<file path="config.mk">
export PLATFORM = sky130hd
export DESIGN_NAME = sitda_queue
export DESIGN_NICKNAME = d
export VERILOG_FILES = /design/src/sitda_pkg.sv /design/src/sitda_queue.sv
export SDC_FILE = /design/constraint.sdc
export NUM_CORES = 1
export LEC_CHECK = 0
export BUFFER_PORTS_ARGS = -buffer_cell sky130_fd_sc_hd__buf_2
export CORE_MARGIN = 2
export CORE_UTILIZATION = 56
export DETAILED_ROUTE_END_ITERATION = 10
export GPL_ROUTABILITY_DRIVEN = 0
export PLACE_DENSITY = 0.95
export SETUP_SLACK_MARGIN = 0.02
export SLEW_MARGIN = 5
export SYNTH_ARGS = -nofsm -noshare
export SYNTH_HDL_FRONTEND = slang
export SYNTH_SLANG_ARGS = --single-unit
</file>
<file path="constraint.sdc">
create_clock -name clock -period 7.15 [get_ports clock]
set_input_delay 0.715 -clock clock [delete_from_list [all_inputs] [get_ports clock]]
set_output_delay 0.715 -clock clock [all_outputs]
set_load 0.1 [all_outputs]
</file>
<file path="src/sitda_pkg.sv">
package sitda_pkg;

   localparam int VALUE_W = 32;
   localparam int CHAR_W  = 6;

   localparam logic [CHAR_W-1:0] CH_ZERO  = 6'd48;
   localparam logic [CHAR_W-1:0] CH_PLUS  = 6'd43;
   localparam logic [CHAR_W-1:0] CH_MINUS = 6'd45;

   // reciprocal of ten, exact for any 32-bit dividend with a shift of 35
   localparam logic [VALUE_W-1:0] RECIP_TEN = 32'hCCCC_CCCD;
   localparam int                 RECIP_SH  = 35;

   typedef enum logic [1:0] {
      SIGN_NONE  = 2'd0,
      SIGN_PLUS  = 2'd1,
      SIGN_MINUS = 2'd2
   } sign_type;

   typedef struct packed {
      sign_type             sign;
      logic [VALUE_W-1:0]   mag;
   } job_type;

   typedef struct packed {
      logic full;
      logic empty;
   } queue_status_type;

endpackage

</file>
<file path="src/sitda_queue.sv">
module sitda_queue (
   input  logic                        clock,
   input  logic                        reset,
   input  logic                        push,
   input  sitda_pkg::job_type          push_job,
   input  logic                        pop,
   output sitda_pkg::job_type          pop_job,
   output sitda_pkg::queue_status_type status
);

   sitda_pkg::job_type entry_ff [2];
   logic               wr_ptr_ff, wr_ptr_in;
   logic               rd_ptr_ff, rd_ptr_in;
   logic [1:0]         count_ff, count_in;

   assign status.full  = (count_ff == 2'd2);
   assign status.empty = (count_ff == 2'd0);
   assign pop_job      = entry_ff[rd_ptr_ff];

   always_comb begin
      wr_ptr_in = push ? ~wr_ptr_ff : wr_ptr_ff;
      rd_ptr_in = pop ? ~rd_ptr_ff : rd_ptr_ff;
      count_in  = count_ff + 2'(push) - 2'(pop);
   end

   always_ff @(posedge clock) begin
      if (reset) begin
         wr_ptr_ff <= 1'b0;
         rd_ptr_ff <= 1'b0;
         count_ff  <= 2'd0;
      end else begin
         wr_ptr_ff <= wr_ptr_in;
         rd_ptr_ff <= rd_ptr_in;
         count_ff  <= count_in;
      end
      if (push) begin
         entry_ff[wr_ptr_ff] <= push_job;
      end
   end

endmodule

</file>
==> impl_metrics.csv <==
group,metric,value,unit
worst_hold_path,hp-class,"flop to flop",
finish,area_delta_synth_final,20.51,%
finish,num-nets-final,248,
worst_setup_path,crit_fanout,34,
power,pwr-share-comb,0.257,
finish,drive_gt1_frac,0.5869,
finish,fillCellCount,310,
sta,tightest_slew,1.053,ns
clocking,cts_buffer_depth,2,
floorplanning,start_util,0.5903,
logic_synthesis,avgSynthCellArea,22.25,um2
logic_synthesis,synth-seq-cells,73,
outcome,status,"completed",
grt,overflow,0,
clocking,ctsHoldBuffers,0,
sta,finalHoldViolCount,0,
power,p_int,0.7217,mW
worst_setup_path,crit_arrival,2.13,ns
finish,diodes,0,
floorplanning,die_w,75.03,um
floorplanning,rows,25,
detailed_routing,wl,4399,um
power,leakagePower,1.374,nW
detailed_routing,routed-wl-met3,293,um
detailed_routing,wl_met1,1801,um
clocking,path_clk_slew,0.07,ns
detailed_routing,drc_errors,0,
sta,drv_slew,0,
clocking,h-tree-depth,3,
logic_synthesis,synth_seq_area_share,0.7582,
finish,finish.instance_area,3405,um2
power,ir_worst_vdd,218.9,uV
detailed_routing,firstDrtPassIters,4,
sta,fin_ws,4.309,ns
floorplanning,die-area,5630,um2
power,cellPowerDensity,323.0,nW/um2
detailed_routing,wl_met2,2244,um
clocking,cts_sinks,73,
sta,fmax,0.3520,GHz
logic_synthesis,synthCells,127,
worst_setup_path,setup.worst_path.start_class,"flop",
detailed_routing,antenna_left,0,
sta,rsz0062_at_grt,"no",
grt,grt_pass1_wl,6285,um
job,maxCapViolCount,0,
floorplanning,coreArea,4786,um2
place,dpl-instance-area,3219,um2
logic_synthesis,syn-num-nets,167,
sta,slew_headroom,0.2979,
clocking,numCtsBuffers,9,
power,p_clk_frac,0.273,
logic_synthesis,synthDistinctLibCells,13,
floorplanning,dieHeight,75.03,um
grt,grt.total_usage,0.1671,
sta,skew,0.006155,ns
worst_setup_path,end_kind,"output port",
power,power_switching,0.3779,mW
clocking,cts_tree,"yes",
grt,grt_max_degree,35,
logic_synthesis,syn-cell-area,2825,um2
place,dpl_worst_slack,4.652,ns
clocking,cts_resized,0,
power,total_power,1.100,mW
clocking,clock_latency,0.35,ns
detailed_routing,first_iter_violations,63,
logic_synthesis,yosys_warnings,0,
power,seq_power_share,0.470,
finish,post-route-util,0.7114,
clocking,cts_root_buf,"clkbuf_8",
floorplanning,io_pins,74,
sta,setup_violations,0,
sta,period_minus_slack,2.841,ns
power,sw_frac_of_total,0.3437,
detailed_routing,top_layer,"met4",
detailed_routing,vias_per_cell,4.839,
worst_setup_path,critPathKind,"flop to output port",
detailed_routing,vias,1355,
grt,antenna_found_initial,0,
sta,post-route-period-util,0.3973,
detailed_routing,wl_per_cell,15.71,um
grt,grt_pass1_vias,1324,
sta,finalSetupTns,0,ns
worst_setup_path,worstPathRequired,6.43,ns
place,portBuffers,73,
clocking,cts_setup_buffers,0,
## worst paths after layout
check	startpoint	endpoint	slack, ns	cells after the start
max	flop	pop_job[0]	4.31	2
min reg2reg	rd_ptr_ff	rd_ptr_ff	0.52	2
max reg2reg	wr_ptr_ff	entry_ff[1][12]	5.43	2
min	rd_ptr_ff	rd_ptr_ff	0.52	2
## metal layers
metal / global-route usage / vias up
met5: 0 / -
met4: 0.07738 / 0
met3: 0.08300 / 6
met2: 0.2622 / 43
met1: 0.1936 / 658
li1: - / 648
## synth_stat cells
library cell / count / area, um2
inv_1: 2 / 7.510
xnor2_1: 2 / 17.52
xnor3_1: 1 / 22.52
dfxtp_1: 5 / 100.1
ha_1: 2 / 25.02
buf_12: 3 / 60.06
nor2b_1: 3 / 18.77
and2_1: 1 / 6.260
edfxtp_1: 68 / 2042
mux2_2: 4 / 45.04
buf_6: 1 / 11.26
nor2_1: 5 / 18.77
mux2_4: 30 / 450.4
## cell type report
type / count / area, um2 / area share
clock buffer: 9 / 123.9 / 0.03638
clock inverter: 7 / 61.31 / 0.01801
inverter: 2 / 7.507 / 0.002205
multi-input combinational: 48 / 611.8 / 0.1797
sequential: 73 / 2143 / 0.6295
tap: 67 / 83.83 / 0.02462
timing repair buffer: 74 / 372.9 / 0.1095
## flip-flops by register name, indices dropped and copies added, names as in the netlist, named ones only
register   cells
entry_ff      68
count_ff       2
rd_ptr_ff      1
wr_ptr_ff      1
## placed cells by master, fill, tap and decap left out, drive strengths merged
master and instances:
clkinv 5, xnor3 1, inv 2, ha 2
edfxtp 68, nor2b 3, mux2 34, and2 1
clkinvlp 1, buf 74, bufinv 1, dfxtp 5
xnor2 2, clkbuf 9, nor2 5
## power groups by stage
| stage | Sequential [mW] | Combinational (mW) | Clock, mW |
|---|---|---|---|
| floorplan | 0.514 | 0.259 | 0 |
| global placement | 0.525 | 0.280 | 0 |
| detailed placement | 0.527 | 0.284 | 0 |
| CTS | 0.518 | 0.284 | 0.306 |
| global route | 0.520 | 0.293 | 0.328 |
| finish | 0.517 | 0.282 | 0.301 |
## cells by family (layout without fill, tap and decap cells)
| group | count (synthesis) | count (layout) | share of synthesized area |
|---|---|---|---|
| adder cells (fa/ha/maj) | 2 | 2 | 0.008856 |
| buffers and inverters | 6 | 92 | 0.02790 |
| XOR/XNOR | 3 | 3 | 0.01417 |
| flip-flops | 73 | 73 | 0.7582 |
| multiplexers | 34 | 34 | 0.1754 |
| AND/OR/NAND/NOR | 9 | 9 | 0.01550 |
## through the flow
stage	hold slack (ns)	instances
after CTS	0.5234	280
after global placement	0.4973	264
after floorplan	0.4799	127
after global routing	0.5361	280
after detailed placement	0.5023	264
final	0.5206	280
## worst max-delay path, cell delays in order (launching register included)
cell,delay [ns]
dfxtp_2,1.02
mux2_2,0.31
buf_2,0.42
No activity file was read; power rests on OpenSTA's default activity.
