==> src/sitda_pkg.sv <==
package sitda_pkg;

   localparam int VALUE_W = 32;
   localparam int CHAR_W  = 6;

   localparam logic [CHAR_W-1:0] CH_ZERO  = 6'd48;
   localparam logic [CHAR_W-1:0] CH_PLUS  = 6'd43;
   localparam logic [CHAR_W-1:0] CH_MINUS = 6'd45;

   // reciprocal of ten, exact for any 32-bit dividend with a shift of 35
   localparam logic [VALUE_W-1:0] RECIP_TEN = 32'hCCCC_CCCD;
   localparam int                 RECIP_SH  = 35;

   typedef enum logic [1:0] {
      SIGN_NONE  = 2'd0,
      SIGN_PLUS  = 2'd1,
      SIGN_MINUS = 2'd2
   } sign_type;

   typedef struct packed {
      sign_type             sign;
      logic [VALUE_W-1:0]   mag;
   } job_type;

   typedef struct packed {
      logic full;
      logic empty;
   } queue_status_type;

endpackage

==> src/sitda_front.sv <==
module sitda_front (
   input  logic                          clock,
   input  logic                          reset,
   input  logic                          req_valid,
   output logic                          req_stall,
   input  logic                          req_cmd,
   input  logic signed [sitda_pkg::VALUE_W-1:0] req_value,
   input  sitda_pkg::queue_status_type   q_status,
   output logic                          push,
   output sitda_pkg::job_type            push_job
);

   logic               valid_ff, valid_in;
   sitda_pkg::job_type job_ff, job_in;
   logic               take;
   logic               negative;

   assign push      = valid_ff && !q_status.full;
   assign push_job  = job_ff;
   assign req_stall = valid_ff && q_status.full;
   assign take      = req_valid && !req_stall;
   assign negative  = req_value[sitda_pkg::VALUE_W-1];

   always_comb begin
      job_in = job_ff;
      if (take) begin
         if (negative) begin
            job_in.sign = sitda_pkg::SIGN_MINUS;
            job_in.mag  = sitda_pkg::VALUE_W'(0) - sitda_pkg::VALUE_W'(req_value);
         end else begin
            job_in.sign = req_cmd ? sitda_pkg::SIGN_PLUS : sitda_pkg::SIGN_NONE;
            job_in.mag  = sitda_pkg::VALUE_W'(req_value);
         end
      end
      valid_in = take || (valid_ff && !push);
   end

   always_ff @(posedge clock) begin
      if (reset) begin
         valid_ff <= 1'b0;
      end else begin
         valid_ff <= valid_in;
      end
      job_ff <= job_in;
   end

endmodule

==> config.mk <==
export PLATFORM = sky130hd
export DESIGN_NAME = sitda_front
export DESIGN_NICKNAME = d
export VERILOG_FILES = /design/src/sitda_pkg.sv /design/src/sitda_front.sv
export SDC_FILE = /design/constraint.sdc
export NUM_CORES = 1
export LEC_CHECK = 0
export BUFFER_PORTS_ARGS = -buffer_cell sky130_fd_sc_hd__buf_2
export CELL_PAD_IN_SITES_DETAIL_PLACEMENT = 0
export CELL_PAD_IN_SITES_GLOBAL_PLACEMENT = 2
export CORE_MARGIN = 1
export CORE_UTILIZATION = 33
export CTS_BUF_LIST = sky130_fd_sc_hd__clkbuf_4
export DETAILED_ROUTE_END_ITERATION = 16
export GPL_TIMING_DRIVEN = 0
export PLACE_DENSITY = 0.93
export SLEW_MARGIN = 20
export SYNTH_ARGS = -nofsm -noshare
export SYNTH_HDL_FRONTEND = slang
export SYNTH_SLANG_ARGS = --single-unit
==> constraint.sdc <==
create_clock -name clock -period 3.8 [get_ports clock]
set_input_delay 0.38 -clock clock [delete_from_list [all_inputs] [get_ports clock]]
set_output_delay 0.38 -clock clock [all_outputs]
set_load 0.05 [all_outputs]
==> results.yml <==
cells_and_area:
  area_delta_synth_final_pct: 29.23
  final_core_util: 0.4520
  num_antenna_cells: 0
  multi_input_comb_area_um2: 767.0
  nNetsFinal: 266
  design_area_um2: 2367
  fin_cells: 297
  nFillCells: 525
  drive_gt1_frac: 0.3877
  seqCellArea_um2: 1041
global_routing:
  grt_pass1_wl_mm: 6.637
  grt_usage: 0.1480
  overflow: 0
  antenna_found_initial: 0
  grt_max_degree: 21
  grt_pass1_vias: 1325
drt:
  drt_iter0_markers: 57
  drc_errors: 0
  ant_nets: 0
  routed_wl_mm: 4.038
  dr.pass1.iters: 4
  vias: 1437
  routedWlPerCell_um: 13.60
  routed_via_density: 4.838
clock_tree:
  cts_tree: "done"
  numCtsBuffers: 5
  htreeDepth: 2
  cts_resized: 0
  path_clk_slew_ns: 0.10
  clock-root-buffer: "clkbuf_4"
  cts_buffer_depth: 2
  insertion_delay_ns: 0.34
  cts_sinks: 35
  postCtsHoldBufs: 0
  post-cts-setup-buffers: 0
hold_path:
  hold_path_depth: 2
  hp-start: "reset"
  hold_path_class: "in -> reg"
  min_to: "valid_ff$_SDFF_PP0_"
yosys:
  synth_top_area_cell: "edfxtp_1"
  synth-main-ff-cell: "edfxtp_1"
  syn_inst: 146
  netlist.area_leader.share: 0.5574
  seq_area_frac_synth: 0.5683
  syn-num-nets: 186
  async_reset_ff_frac: 0
  yosys-top-cells-area: "edfxtp_1 (56%), xnor2_1 (14%), o31ai_1 (3.3%), nand2_1 (2.9%), o41ai_1 (2.9%)"
  postSynthAreaPerCell_um2: 12.55
  synthTopCellsByCount: "edfxtp_1 (34), xnor2_1 (29), nand2_1 (14)"
  yosysWarningCount: 0
  syn-cell-area_um2: 1832
  synth-seq-cells: 35
  synth.most_common_cell: "edfxtp_1"
  synth_enable_flop_cells: 34
  synth_cell_type_count: 30
sta:
  final.period_utilization: 0.4982
  fin_worst_skew_ns: 0.01435
  rsz0062_at_grt: "false"
  timing.fmax_mhz: 528.2
  hold_viol: 0
  worst_slack_ns: 1.907
  tightestPinTransition_ns: 0.5769
  relSlewSlack: 0.6154
  fin_crit_ns: 1.893
  finalSetupTns_ns: 0
  setup_viol: 0
  maxSlewViolCount: 0
  whs_ns: 0.1986
critical_path:
  criticalPathCategory: "in -> reg"
  arrival_ns: 2.04
  rrSetupSlack_ns: 2.36
  worstSetupStartpointType: "primary input"
  worstPathRequired_ns: 3.95
  cp-end-kind: "register"
  r2r-end: "push_job[27]$_DFFE_PP_"
  rr_worst_depth: 3
  r2r-start: "valid_ff$_SDFF_PP0_"
  crit_fanout: 7
placed_design:
  port_buffers: 72
  preCtsSetupSlack_ns: 1.525
  placed_cells: 289
  gp_congestion: 0.7667
  placed_area_um2: 2315
  dp_hpwl_mm: 3.104
die:
  row_count: 26
  dieWidth_um: 76.51
  io_pins: 74
  start_util: 0.3497
  chipHeight_um: 76.51
  core_area_um2: 5238
  design.die.area_um2: 5853
pwr:
  power_mw: 0.9099
  leakage_nw: 0.8946
  ir_drop_mv: 0.1865
  power_density_nw_per_um2: 384.4
outcome:
  outcome: "complete, no violations"
flow_run:
  cap_violations: 0
==> cell usage in the layout, fill, tap and decap left out, drive strengths merged <==
cell,Yosys,final
nand3b,1,1
buf,2,75
o31ai,8,8
nor2,7,7
edfxtp,34,34
nand2,14,14
xnor2,29,29
nand2b,1,1
nor3b,1,1
nor4,5,5
or4,3,3
ha,2,2
nor2b,3,3
inv,4,4
dfxtp,1,1
and2,1,1
clkinv,0,2
or3,3,3
nor4b,1,1
clkbuf,2,8
nor3,2,2
o41ai,7,7
o21ai,9,9
or2b,1,1
nand4,4,4
or4b,1,1
==> cells by family (layout without fill, tap and decap cells) <==
group,count (synthesis),after routing,share of synthesized area
buffers and inverters,8,89,0.01707
adder cells (fa/ha/maj),2,2,0.01366
AND/OR/NAND/NOR,48,48,0.1612
XOR/XNOR,29,29,0.1387
flip-flops,35,35,0.5683
AO/OA/AOI/OAI,24,24,0.1011
==> worst max-delay path, cell delays in order <==
cell and delay, ns:
buf_2 0.13, nor4_2 0.54, or2b_4 0.38, or3_1 0.36, nor4_1 0.25
==> worst max path at each step <==
stage,slack [ns],depth (start not counted),start,endpoint
floorplan,1.05,2,q_status[1],push_job[0]$_DFFE_PP_
global placement,0.59,3,q_status[1],push_job[0]$_DFFE_PP_
detailed placement,1.52,5,req_value[13],push_job[31]$_SDFFCE_PN0P_
CTS,1.88,5,req_value[13],push_job[31]$_SDFFCE_PN0P_
global route,1.78,5,req_value[13],push_job[31]$_SDFFCE_PN0P_
finish,1.91,5,req_value[13],push_job[31]$_SDFFCE_PN0P_
==> cell type report <==
cell class              instances  share of cell area
inverters                       4            0.006342
clock buffers                   6             0.01903
repair buffers                 73              0.1638
plain buffers                   4            0.006871
clock inverters                 2            0.003171
flip-flops and latches         35              0.4397
multi-input cells             103              0.3240
well taps                      70             0.03700
==> sequential cells by signal, indices dropped and copies added (netlist names) <==
| register | cells |
|---|---|
| valid_ff | 1 |
| push_job | 34 |
==> routing by layer <==
| layer | wire length (um) | GRT usage |
|---|---|---|
| met1 | 1909 | 0.1950 |
| met2 | 1832 | 0.2279 |
| met3 | 211 | 0.03952 |
| met4 | 85 | 0.06346 |
| met5 | 0 | 0 |
==> power by group <==
group | total (mW) | switching [mW] | internal (mW)
clock | 0.198 | 0.122 | 0.0757
sequential | 0.468 | 0.00611 | 0.462
combinational | 0.244 | 0.174 | 0.0699
total | 0.910 | 0.302 | 0.608
Note: power is estimated with default switching activity, not from simulation.
